`src/rtl/jqs_pkg.sv`:
```
// types, constants and tables shared by the quality scaler
`timescale 1ns / 1ps

package jqs_pkg;

  localparam int unsigned QualWidth  = 7;
  localparam int unsigned EntryWidth = 8;
  localparam int unsigned NumWidth   = 14;
  localparam int unsigned RecipWidth = 21;
  localparam int unsigned RecipShift = 21;
  localparam int unsigned ProdWidth  = NumWidth + RecipWidth;
  localparam int unsigned QuotWidth  = ProdWidth - RecipShift;

  localparam logic [QualWidth-1:0] QualMin   = 7'd1;
  localparam logic [QualWidth-1:0] QualMax   = 7'd100;
  localparam logic [QualWidth-1:0] QualReset = 7'd50;
  localparam logic [QualWidth-1:0] QualKnee  = 7'd50;

  localparam logic [EntryWidth-1:0] OutMin = 8'd1;
  localparam logic [EntryWidth-1:0] OutMax = 8'd255;

  localparam int unsigned RecipNum = 2 ** 20;
  localparam logic [RecipWidth-1:0] HiRecip = 21'((2 ** 21 + 100 - 1) / 100);
  localparam logic [QualWidth-1:0]  HiBias  = 7'd50;
  localparam logic [QualWidth-1:0]  LoMult  = 7'd100;

  // config-derived coefficients of the scaling datapath
  typedef struct packed {
    logic [QualWidth-1:0]  mult;
    logic [QualWidth-1:0]  bias;
    logic [RecipWidth-1:0] recip;
  } coef_t;

  localparam logic [EntryWidth-1:0] BaseRom [0:127] = '{
    8'd16, 8'd11, 8'd10, 8'd16, 8'd24, 8'd40, 8'd51, 8'd61,
    8'd12, 8'd12, 8'd14, 8'd19, 8'd26, 8'd58, 8'd60, 8'd55,
    8'd14, 8'd13, 8'd16, 8'd24, 8'd40, 8'd57, 8'd69, 8'd56,
    8'd14, 8'd17, 8'd22, 8'd29, 8'd51, 8'd87, 8'd80, 8'd62,
    8'd18, 8'd22, 8'd37, 8'd56, 8'd68, 8'd109, 8'd103, 8'd77,
    8'd24, 8'd35, 8'd55, 8'd64, 8'd81, 8'd104, 8'd113, 8'd92,
    8'd49, 8'd64, 8'd78, 8'd87, 8'd103, 8'd121, 8'd120, 8'd101,
    8'd72, 8'd92, 8'd95, 8'd98, 8'd112, 8'd100, 8'd103, 8'd99,
    8'd17, 8'd18, 8'd24, 8'd47, 8'd99, 8'd99, 8'd99, 8'd99,
    8'd18, 8'd21, 8'd26, 8'd66, 8'd99, 8'd99, 8'd99, 8'd99,
    8'd24, 8'd26, 8'd56, 8'd99, 8'd99, 8'd99, 8'd99, 8'd99,
    8'd47, 8'd66, 8'd99, 8'd99, 8'd99, 8'd99, 8'd99, 8'd99,
    8'd99, 8'd99, 8'd99, 8'd99, 8'd99, 8'd99, 8'd99, 8'd99,
    8'd99, 8'd99, 8'd99, 8'd99, 8'd99, 8'd99, 8'd99, 8'd99,
    8'd99, 8'd99, 8'd99, 8'd99, 8'd99, 8'd99, 8'd99, 8'd99,
    8'd99, 8'd99, 8'd99, 8'd99, 8'd99, 8'd99, 8'd99, 8'd99
  };

  // ceil(2^21 / (2q)) for the low-quality branch, exact for 14-bit numerators
  function automatic logic [RecipWidth-1:0] lo_recip(input logic [QualWidth-1:0] q);
    logic [RecipWidth-1:0] r;
    begin
      case (q)
        7'd1:  r = 21'((RecipNum + 1 - 1) / 1);
        7'd2:  r = 21'((RecipNum + 2 - 1) / 2);
        7'd3:  r = 21'((RecipNum + 3 - 1) / 3);
        7'd4:  r = 21'((RecipNum + 4 - 1) / 4);
        7'd5:  r = 21'((RecipNum + 5 - 1) / 5);
        7'd6:  r = 21'((RecipNum + 6 - 1) / 6);
        7'd7:  r = 21'((RecipNum + 7 - 1) / 7);
        7'd8:  r = 21'((RecipNum + 8 - 1) / 8);
        7'd9:  r = 21'((RecipNum + 9 - 1) / 9);
        7'd10: r = 21'((RecipNum + 10 - 1) / 10);
        7'd11: r = 21'((RecipNum + 11 - 1) / 11);
        7'd12: r = 21'((RecipNum + 12 - 1) / 12);
        7'd13: r = 21'((RecipNum + 13 - 1) / 13);
        7'd14: r = 21'((RecipNum + 14 - 1) / 14);
        7'd15: r = 21'((RecipNum + 15 - 1) / 15);
        7'd16: r = 21'((RecipNum + 16 - 1) / 16);
        7'd17: r = 21'((RecipNum + 17 - 1) / 17);
        7'd18: r = 21'((RecipNum + 18 - 1) / 18);
        7'd19: r = 21'((RecipNum + 19 - 1) / 19);
        7'd20: r = 21'((RecipNum + 20 - 1) / 20);
        7'd21: r = 21'((RecipNum + 21 - 1) / 21);
        7'd22: r = 21'((RecipNum + 22 - 1) / 22);
        7'd23: r = 21'((RecipNum + 23 - 1) / 23);
        7'd24: r = 21'((RecipNum + 24 - 1) / 24);
        7'd25: r = 21'((RecipNum + 25 - 1) / 25);
        7'd26: r = 21'((RecipNum + 26 - 1) / 26);
        7'd27: r = 21'((RecipNum + 27 - 1) / 27);
        7'd28: r = 21'((RecipNum + 28 - 1) / 28);
        7'd29: r = 21'((RecipNum + 29 - 1) / 29);
        7'd30: r = 21'((RecipNum + 30 - 1) / 30);
        7'd31: r = 21'((RecipNum + 31 - 1) / 31);
        7'd32: r = 21'((RecipNum + 32 - 1) / 32);
        7'd33: r = 21'((RecipNum + 33 - 1) / 33);
        7'd34: r = 21'((RecipNum + 34 - 1) / 34);
        7'd35: r = 21'((RecipNum + 35 - 1) / 35);
        7'd36: r = 21'((RecipNum + 36 - 1) / 36);
        7'd37: r = 21'((RecipNum + 37 - 1) / 37);
        7'd38: r = 21'((RecipNum + 38 - 1) / 38);
        7'd39: r = 21'((RecipNum + 39 - 1) / 39);
        7'd40: r = 21'((RecipNum + 40 - 1) / 40);
        7'd41: r = 21'((RecipNum + 41 - 1) / 41);
        7'd42: r = 21'((RecipNum + 42 - 1) / 42);
        7'd43: r = 21'((RecipNum + 43 - 1) / 43);
        7'd44: r = 21'((RecipNum + 44 - 1) / 44);
        7'd45: r = 21'((RecipNum + 45 - 1) / 45);
        7'd46: r = 21'((RecipNum + 46 - 1) / 46);
        7'd47: r = 21'((RecipNum + 47 - 1) / 47);
        7'd48: r = 21'((RecipNum + 48 - 1) / 48);
        7'd49: r = 21'((RecipNum + 49 - 1) / 49);
        default: r = HiRecip;
      endcase
      return r;
    end
  endfunction

endpackage

```
`src/rtl/jpeg_quant_table_quality_scaler_top.sv`:
```
// jpeg quality scaler: quantisation table lookup, scaling and clamping pipeline
// usage:
//   a request (table_select_i, entry_index_i) is taken when start_i is high
//   and busy_o is low; busy_o is always low, so one request per cycle
//   the result appears on scaled_value_o, echo_index_o and echo_table_o for
//   exactly one cycle, flagged by result_valid_o, after passing in order through
//   the four register stages (rom, numerator multiply, reciprocal multiply,
//   clamp) that follow the accepting edge; throughput is one transaction per
//   cycle
//   quality is written with quality_we_i/quality_i while no transaction is in
//   flight; it is clamped to 1..100 and turned into scaling coefficients
//   (multiplier, bias, reciprocal) at the write
//   division by 2q or by 100 is an exact multiply by a 21-bit reciprocal
//   reset clears all valid flags and sets quality 50
//   the receiver cannot stall, so results are never held back
`timescale 1ns / 1ps

module jpeg_quant_table_quality_scaler_top (
  input  logic       clk_i,
  input  logic       rst_ni,
  input  logic       start_i,
  output logic       busy_o,
  input  logic       table_select_i,
  input  logic [5:0] entry_index_i,
  input  logic       quality_we_i,
  input  logic [6:0] quality_i,
  output logic       result_valid_o,
  output logic [7:0] scaled_value_o,
  output logic [5:0] echo_index_o,
  output logic [0:0] echo_table_o
);

  logic [jqs_pkg::QualWidth-1:0] qual_clamp;
  jqs_pkg::coef_t                coef_d, coef_q;

  logic                           v1_q, v2_q, v3_q, v4_q;
  logic [5:0]                     idx1_q, idx2_q, idx3_q, idx4_q;
  logic                           sel1_q, sel2_q, sel3_q, sel4_q;
  logic [jqs_pkg::EntryWidth-1:0] t1_q;
  logic [jqs_pkg::NumWidth-1:0]   num_d, num2_q;
  logic [jqs_pkg::ProdWidth-1:0]  prod;
  logic [jqs_pkg::QuotWidth-1:0]  quot_d, quot3_q;
  logic [jqs_pkg::EntryWidth-1:0] val_d, val4_q;
  logic                           accept;

  assign busy_o = 1'b0;
  assign accept = start_i & ~busy_o;

  // quality to coefficients
  always_comb begin
    if (quality_i < jqs_pkg::QualMin) begin
      qual_clamp = jqs_pkg::QualMin;
    end else if (quality_i > jqs_pkg::QualMax) begin
      qual_clamp = jqs_pkg::QualMax;
    end else begin
      qual_clamp = quality_i;
    end
    if (qual_clamp < jqs_pkg::QualKnee) begin
      coef_d.mult  = jqs_pkg::LoMult;
      coef_d.bias  = qual_clamp;
      coef_d.recip = jqs_pkg::lo_recip(qual_clamp);
    end else begin
      coef_d.mult  = 7'(8'd200 - {qual_clamp, 1'b0});
      coef_d.bias  = jqs_pkg::HiBias;
      coef_d.recip = jqs_pkg::HiRecip;
    end
  end

  always_ff @(posedge clk_i or negedge rst_ni) begin
    if (!rst_ni) begin
      coef_q.mult  <= 7'(8'd200 - {jqs_pkg::QualReset, 1'b0});
      coef_q.bias  <= jqs_pkg::HiBias;
      coef_q.recip <= jqs_pkg::HiRecip;
    end else if (quality_we_i) begin
      coef_q <= coef_d;
    end
  end

  always_ff @(posedge clk_i or negedge rst_ni) begin
    if (!rst_ni) begin
      v1_q <= 1'b0;
      v2_q <= 1'b0;
      v3_q <= 1'b0;
      v4_q <= 1'b0;
    end else begin
      v1_q <= accept;
      v2_q <= v1_q;
      v3_q <= v2_q;
      v4_q <= v3_q;
    end
  end

  // stage 1: table lookup
  always_ff @(posedge clk_i) begin
    if (accept) begin
      t1_q   <= jqs_pkg::BaseRom[{table_select_i, entry_index_i}];
      idx1_q <= entry_index_i;
      sel1_q <= table_select_i;
    end
  end

  // stage 2: numerator
  assign num_d = jqs_pkg::NumWidth'(t1_q) * jqs_pkg::NumWidth'(coef_q.mult)
               + jqs_pkg::NumWidth'(coef_q.bias);

  always_ff @(posedge clk_i) begin
    if (v1_q) begin
      num2_q <= num_d;
      idx2_q <= idx1_q;
      sel2_q <= sel1_q;
    end
  end

  // stage 3: reciprocal multiply
  assign prod   = jqs_pkg::ProdWidth'(num2_q) * jqs_pkg::ProdWidth'(coef_q.recip);
  assign quot_d = prod[jqs_pkg::ProdWidth-1:jqs_pkg::RecipShift];

  always_ff @(posedge clk_i) begin
    if (v2_q) begin
      quot3_q <= quot_d;
      idx3_q  <= idx2_q;
      sel3_q  <= sel2_q;
    end
  end

  // stage 4: clamp
  always_comb begin
    if (quot3_q < jqs_pkg::QuotWidth'(jqs_pkg::OutMin)) begin
      val_d = jqs_pkg::OutMin;
    end else if (quot3_q > jqs_pkg::QuotWidth'(jqs_pkg::OutMax)) begin
      val_d = jqs_pkg::OutMax;
    end else begin
      val_d = quot3_q[jqs_pkg::EntryWidth-1:0];
    end
  end

  always_ff @(posedge clk_i) begin
    if (v3_q) begin
      val4_q <= val_d;
      idx4_q <= idx3_q;
      sel4_q <= sel3_q;
    end
  end

  assign result_valid_o  = v4_q;
  assign scaled_value_o  = val4_q;
  assign echo_index_o    = idx4_q;
  assign echo_table_o[0] = sel4_q;

endmodule

```
`config.mk`:
```
export PLATFORM = sky130hd
export DESIGN_NAME = jpeg_quant_table_quality_scaler_top
export DESIGN_NICKNAME = d
export VERILOG_FILES = /design/src/rtl/jqs_pkg.sv /design/src/rtl/jpeg_quant_table_quality_scaler_top.sv
export SDC_FILE = /design/constraint.sdc
export NUM_CORES = 1
export LEC_CHECK = 0
export BUFFER_PORTS_ARGS = -buffer_cell sky130_fd_sc_hd__buf_2
export CORE_ASPECT_RATIO = 1.2
export CORE_MARGIN = 5
export CORE_UTILIZATION = 52
export DETAILED_ROUTE_END_ITERATION = 12
export PLACE_DENSITY_LB_ADDON = 0.2
export RECOVER_POWER = 100
export SLEW_MARGIN = 0
export SYNTH_ARGS = -nofsm -noshare
export SYNTH_HDL_FRONTEND = slang
export SYNTH_SLANG_ARGS = --single-unit
```
`constraint.sdc`:
```
create_clock -name clk_i -period 14 [get_ports clk_i]
set_clock_uncertainty 0.1 [all_clocks]
set_input_delay 2.8 -clock clk_i [delete_from_list [all_inputs] [get_ports clk_i]]
set_output_delay 2.8 -clock clk_i [all_outputs]
set_load 0.02 [all_outputs]
```
==> summary.md, run 1 <==
| Metric | Value |
|---|---|
| GR peak layer | `met2` |
| CP Class | `in -> reg` |
| # Post-CTS Setup Buffers | `0` |
| DRT iter0 DRCs | `793` |
| M1 GR Usage | `0.293` |
| Mapped cell area | `~0.017 mm^2` |
| Syn_nets | `2246` |
| Global-route wire length before repair | `around 65 mm` |
| Initial core utilization | `0.528` |
| Slew Limit Fails | `159` |
| Outcome | `finished, violations left` |
| Max-slew headroom | `-0.666` |
| Yosys reg bits | `109` |
| Share of layout cells above drive strength 1 | `0.0366` |
| Routed len/inst | `17.8 um` |
| Largest net degree at the start of global routing | `62` |
| DRT Pass-1 Iters | `5` |
| Initial antenna violation count | `0` |
| Post-place setup slack | `7540 ps` |
| # DRC | `0` |
| Max-Cap Viols | `4` |
| Synth unique cells | `73` |
| HPWL Detailed | `29.4 mm` |
| Mean cell area of the mapped netlist | `9.07 um^2` |
| CTS resizes | `0` |
| Critical path endpoint category | `flip-flop` |
| Syn Inst Count | `approximately 1800` |
| Fillers | `~2900` |
| Routed vias/inst | `between 5 and 6` |
| TNS Setup | `0 ps` |
| CTS tree | `done` |
| Slew @ Worst Pin | `roughly 2500 ps` |
| Final setup viols | `0` |
| Critical Path RT | `14110 ps` |
| CP Max Fanout | `13` |
| Met2 GRT Util | `0.384` |
| RePlAce Congestion | `around 0.92` |
| Hold WC Path Type | `reg -> reg` |
| Vias in the first global route | `about 13000` |
| Sequential share of the synthesized area | `0.187` |
| Period utilization | `0.497` |
| Via Count | `approximately 12000` |
| Worst setup margin | `7040 ps` |
| Ys Warns | `0` |
| Most common library cells after synthesis | `320 x inv_1, 249 x fa_1, 244 x nand2_1, 165 x and2_1, 154 x ha_1` |
| Antenna Nets Post-Route | `0` |
| CTS buffer count | `9` |
| Area fraction of the dominant cell type after synthesis | `0.301` |
| Clk Latency, worst-skew pair | `370 ps` |
| Critical Path AT | `7070 ps` |
| RSZ-0062 raised after global routing | `false` |
| Ports | `35` |
| PortBufs | `33` |
| Die Area | `0.0355 mm^2` |
| Number of diodes | `0` |
| Clock-pin slew on the worst setup and hold paths | `80 ps` |
| Fmax | `around 140 MHz` |
| Nets | `2194` |
| Most frequent cell after synthesis | `inv_1` |
| CTS Root Buffer Type | `clkbuf_16` |
| Failing checks | `max-capacitance violations, max-slew violations` |
| Hold-fix buffers at CTS | `0` |
| Met3 usage | `0.0325` |
| Area Overhead vs Synth | `3.51%` |
| Post-synth EDFFs | `just over 70` |
| Hold Vio Cnt, Final | `0` |
| Predominant post-synthesis flop cell | `edfxtp_1` |
| Asr flop ratio synth | `0.349` |
| Num Clock Sinks | `109` |
| Htree depth | `3` |
| Yosys top cell by area | `fa_1` |
| Die Span Y | `just over 200 um` |
| Core area | `about 0.031 mm^2` |
| DRT Wirelength | `a little under 40 mm` |
| Startpoint type of the worst setup path | `input port` |
| GR Overflow Total | `0` |
| GRT Total Usage | `0.223` |
| Rows | `71` |
| Die width | `roughly 170 um` |
| CTS max path bufs | `2` |
| Fin crit period | `6960 ps` |
| Largest cells by area after synthesis | `fa_1 30%, edfxtp_1 13%, ha_1 12%, inv_1 7.3%, and2_1 6.2%` |
[cells in the final DEF, fill, tap and decap left out, types with 4 or more instances in the layout]
cell,netlist,final
o221ai_1,7,7
ha_1,154,154
dfrtp_1,24,24
nand4_1,12,12
buf_4,1,5
and2_0,1,8
nand2_1,244,244
o21ai_1,13,8
inv_1,320,321
fa_1,249,249
nor4_1,5,5
o311ai_0,7,8
a21o_1,12,12
a21oi_1,92,91
and2_1,165,158
xor2_1,7,7
clkbuf_16,0,9
nor2_1,68,68
o211ai_1,11,11
or2_2,10,10
buf_2,7,6
xnor2_1,19,19
nand3_1,17,17
a221oi_1,7,7
o21a_1,5,5
a211oi_1,9,9
a31oi_1,18,18
clkbuf_1,91,27
o21bai_1,6,6
nor3_1,18,18
nand3b_1,5,5
nor2b_1,9,9
a22oi_1,5,5
o21ai_0,49,55
o22ai_1,8,8
edfxtp_1,71,71
dfstp_2,14,13
mux4_2,4,4
[final timing paths]
check | from | endpoint | slack [ps] | cells after the start
hold / removal | idx1_q[4] | idx2_q[4] | 320 | 0
min in group asynchronous | rst_ni | v3_q | 2970 | 1
hold reg to reg | idx1_q[4] | idx2_q[4] | 320 | 0
setup reg to reg | num2_q[5] | quot3_q[12] | 7410 | 19
setup / recovery | quality_i[6] | coef_q[2] | 7040 | 10
max in group asynchronous | rst_ni | coef_q[4] | 9580 | 1
[sequential cells by signal (all words and copies together), names as in the netlist, 6 cells and up]
name,flops
echo_index_o,6
coef_q,34
t1_q,7
scaled_value_o,8
idx3_q,6
quot3_q,14
idx1_q,6
idx2_q,6
num2_q,14
[critical path, stage by stage]
cell and delay [ps]:
clkbuf_1 490, nand2_1 230, o21ai_0 1370, inv_1 480, ha_1 470, ha_1 290, a21oi_1 190, a221oi_1 120
o311ai_0 470, o21ai_1 140
[per-layer routing]
metal | vias up | routed length [um]
li1 | 5731 | -
met2 | 416 | 19300
met1 | 6158 | 16200
met4 | 0 | 1070
met3 | 83 | 2130
met5 | - | 0
[logic make-up after synthesis]
| group | share of synthesized area |
|---|---|
| xor gates and xnor gates | 0.0138 |
| buffers and inverters | 0.0974 |
| muxes | 0.00869 |
| and+or+nand+nor | 0.166 |
| AOI/OAI and AO/OA | 0.109 |
| DFF | 0.187 |
| other | 0.000227 |
| adders and majority gates | 0.418 |
[stage by stage]
stage / instances / hold WS [ps] / utilization / area (um^2)
final: 2179 / 323 / 0.546 / 17100
after global routing: 2179 / 331 / 0.546 / 17100
after CTS: 2179 / 323 / 0.548 / 17200
after detailed placement: 2163 / 305 / 0.538 / 16900
after global placement: 2163 / 300 / 0.538 / 16900
after floorplan: 1825 / 300 / - / 16600
[final cells by class]
| type | count | area, um^2 | area share |
|---|---|---|---|
| tap | 401 | 502 | 0.0293 |
| timing repair buffer | 38 | 169 | 0.00986 |
| inverter | 323 | 1210 | 0.0708 |
| clock buffer | 9 | 225 | 0.0131 |
| sequential | 109 | 3100 | 0.181 |
| multi-input combinational | 1292 | 11800 | 0.691 |
| clock inverter | 7 | 83.8 | 0.00489 |
Power of run 1 is left out: the tool's default activity adds up to more than one toggle a clock period on the data nets, which glitch-free logic cannot reach.
==> run 2: changes to the inputs <==
clock period = 5.8 ns   (was 14 ns; I/O delays follow)
==> run 2 against run 1 <==
Against the previous run:
- the flow finishes with violations (max-capacitance violations, max-slew violations, negative setup slack)
- non-clock buffer count rose by 141
- final cell count rose by 6.5%
- via count rose by 4.7%
- critical path type is now reg -> reg
==> summary.md, run 2 (synthesis results as in run 1) <==
| Metric | Value |
|---|---|
| Outcome | `finished, violations left` |
| Failing checks | `max-capacitance violations, max-slew violations, negative setup slack` |
| CP Max Fanout | `6 (-7)` |
| # DRC | `0 (unchanged)` |
| Die Area | `0.0355 mm^2 (unchanged)` |
| DRT iter0 DRCs | `856 (+7.9%)` |
| Via Count | `13000 (+4.7%)` |
| Period utilization | `1.02` |
| Area after DPL | `0.0177 mm^2 (+5.1%)` |
| Die width | `173 um (unchanged)` |
| Hold-fix buffers at CTS | `0 (unchanged)` |
| Worst r2r dst | `quot3_q[8]` |
| Fmax | `168 MHz` |
| Setup slack, reg-to-reg | `-140 ps (-7550 ps)` |
| RePlAce Congestion | `0.911 (-0.81%)` |
| CP Class | `reg -> reg` |
| Design area | `0.0187 mm^2 (+9.3%)` |
| Final setup viols | `7 (+7)` |
| Most frequent cells in the layout | `311 x inv_1, 241 x nand2_1, 236 x fa_1` |
| Hold Vio Cnt, Final | `0 (unchanged)` |
| Number of diodes | `0 (unchanged)` |
| Max-slew headroom | `-0.440 (+0.226)` |
| Routed vias/inst | `5.59 (-1.6%)` |
| Commonest non-fill, non-tap cell in the layout | `inv_1` |
| Hold WC Path Type | `reg -> reg` |
| Slew Limit Fails | `161 (+1.3%)` |
| PortBufs | `33 (unchanged)` |
| HPWL Detailed | `31.6 mm (+7.5%)` |
| CTS tree | `done` |
| Global-route wire length before repair | `67.4 mm (+3.6%)` |
| Antenna Nets Post-Route | `0 (unchanged)` |
| Critical Path RT | `5820 ps (-8290 ps)` |
| RR Startpoint | `num2_q[13]` |
| Routed len/inst | `17.5 um (-1.7%)` |
| GRT Total Usage | `0.231 (+0.00796)` |
| Num Clock Sinks | `109 (unchanged)` |
| Die Span Y | `205 um (unchanged)` |
| Critical Path AT | `5960 ps (-1110 ps)` |
| Worst setup margin | `-136 ps (-7180 ps)` |
| Largest net degree at the start of global routing | `45 (-27%)` |
| CTS max path bufs | `2 (unchanged)` |
| Rows | `71 (unchanged)` |
| Slew @ Worst Pin | `2160 ps (-338 ps)` |
| Clk Latency, worst-skew pair | `370 ps (about the same)` |
| Vias in the first global route | `13600 (+4.3%)` |
| Largest register FFs | `34 (unchanged)` |
| Fin crit period | `~5900 ps` |
| Clock-pin slew on the worst setup and hold paths | `90 ps (about the same)` |
| DRT Pass-1 Iters | `6 (+1)` |
| Top reg by flops | `coef_q` |
| Setup crit end | `quot3_q[8]` |
| RSZ-0062 raised after global routing | `true` |
| Nets | `2335 (+6.4%)` |
| R2r worst-path depth | `23 (+4)` |
| Share of layout cells above drive strength 1 | `0.147 (+0.110)` |
| Setup crit start | `num2_q[13]` |
| Initial antenna violation count | `0 (unchanged)` |
| Startpoint type of the worst setup path | `flip-flop` |
| Largest regs | `coef_q x34, num2_q x14, quot3_q x14` |
| Area Overhead vs Synth | `13.2%` |
| CTS buffer count | `9 (unchanged)` |
| GR Overflow Total | `0 (unchanged)` |
| Htree depth | `3 (unchanged)` |
| Ports | `35 (unchanged)` |
| Core area | `0.0314 mm^2 (unchanged)` |
| Critical path endpoint category | `flip-flop` |
| CTS Root Buffer Type | `clkbuf_16` |
| DRT Wirelength | `40.5 mm (+4.7%)` |
| Initial core utilization | `0.528 (unchanged)` |
| Max-Cap Viols | `5 (+1)` |
-- run 2: per-stage QoR --
step	TNS [ps]	hold WS (ps)	std cells	setup WS [ps]	utilization
after floorplan	0	300	1825	11.1	-
after global placement	-1100	301	2270	-211	0.565
after detailed placement	-2060	305	2270	-305	0.565
after CTS	-297	324	2313	-87.1	0.590
after global routing	-2680	331	2320	-346	0.597
final	-531	323	2320	-136	0.597
-- run 2: worst min-delay path by stage --
stage,end,cells past startpoint,startpoint,slack (ps)
6_report,idx2_q[3],0,idx1_q[3],320
5_1_grt,echo_table_o,0,sel3_q,330
4_1_cts,sel2_q,0,sel1_q,320
3_5_place_dp,idx2_q[2],0,idx1_q[2],300
3_3_place_gp,idx2_q[4],0,idx1_q[4],300
2_1_floorplan,echo_index_o[0],0,idx3_q[0],300
-- run 2: cell type report --
cell class / instances / area [um^2]
Clock inverter: 7 / 83.8
Timing Repair Buffer: 179 / 1380
Multi-Input combinational cell: 1292 / 12200
Inverter: 323 / 1210
Tap cell: 401 / 502
Fill cell: 2724 / 12600
Clock buffer: 9 / 225
Sequential cell: 109 / 3100
-- run 2: worst max-delay path: stages, from the launching register on --
cell	delay (ps)
edfxtp_1	560
buf_6	210
and2_4	150
fa_1	480
inv_1	60
fa_2	510
inv_1	50
fa_2	530
fa_2	440
fa_1	490
inv_1	50
fa_1	370
inv_2	90
ha_4	210
buf_4	130
buf_4	140
nor2_2	90
nor2_1	50
a22oi_2	210
nand4_1	200
nand3_1	150
nand3b_1	130
buf_4	160
xor2_1	130
-- run 2: routing by layer --
metal / wire [um] / up-vias / share of wire / track usage
met5: 0 / - / 0 / 0
met4: 1380 / 0 / 0.034 / 0.0758
met3: 2240 / 100 / 0.055 / 0.0327
met2: 20500 / 433 / 0.51 / 0.410
met1: 16400 / 6422 / 0.40 / 0.293
li1: - / 6020 / - / -
-- run 2: what timing repair did --
item,in CTS,in global routing
cloned,0,1
pin swaps,28,33
endpoints found under the hold margin,0,0
buffers inserted,28,6
gates resized for setup,57,48
endpoints found under the setup margin,11,14
Power of run 2 is left out for the same reason.
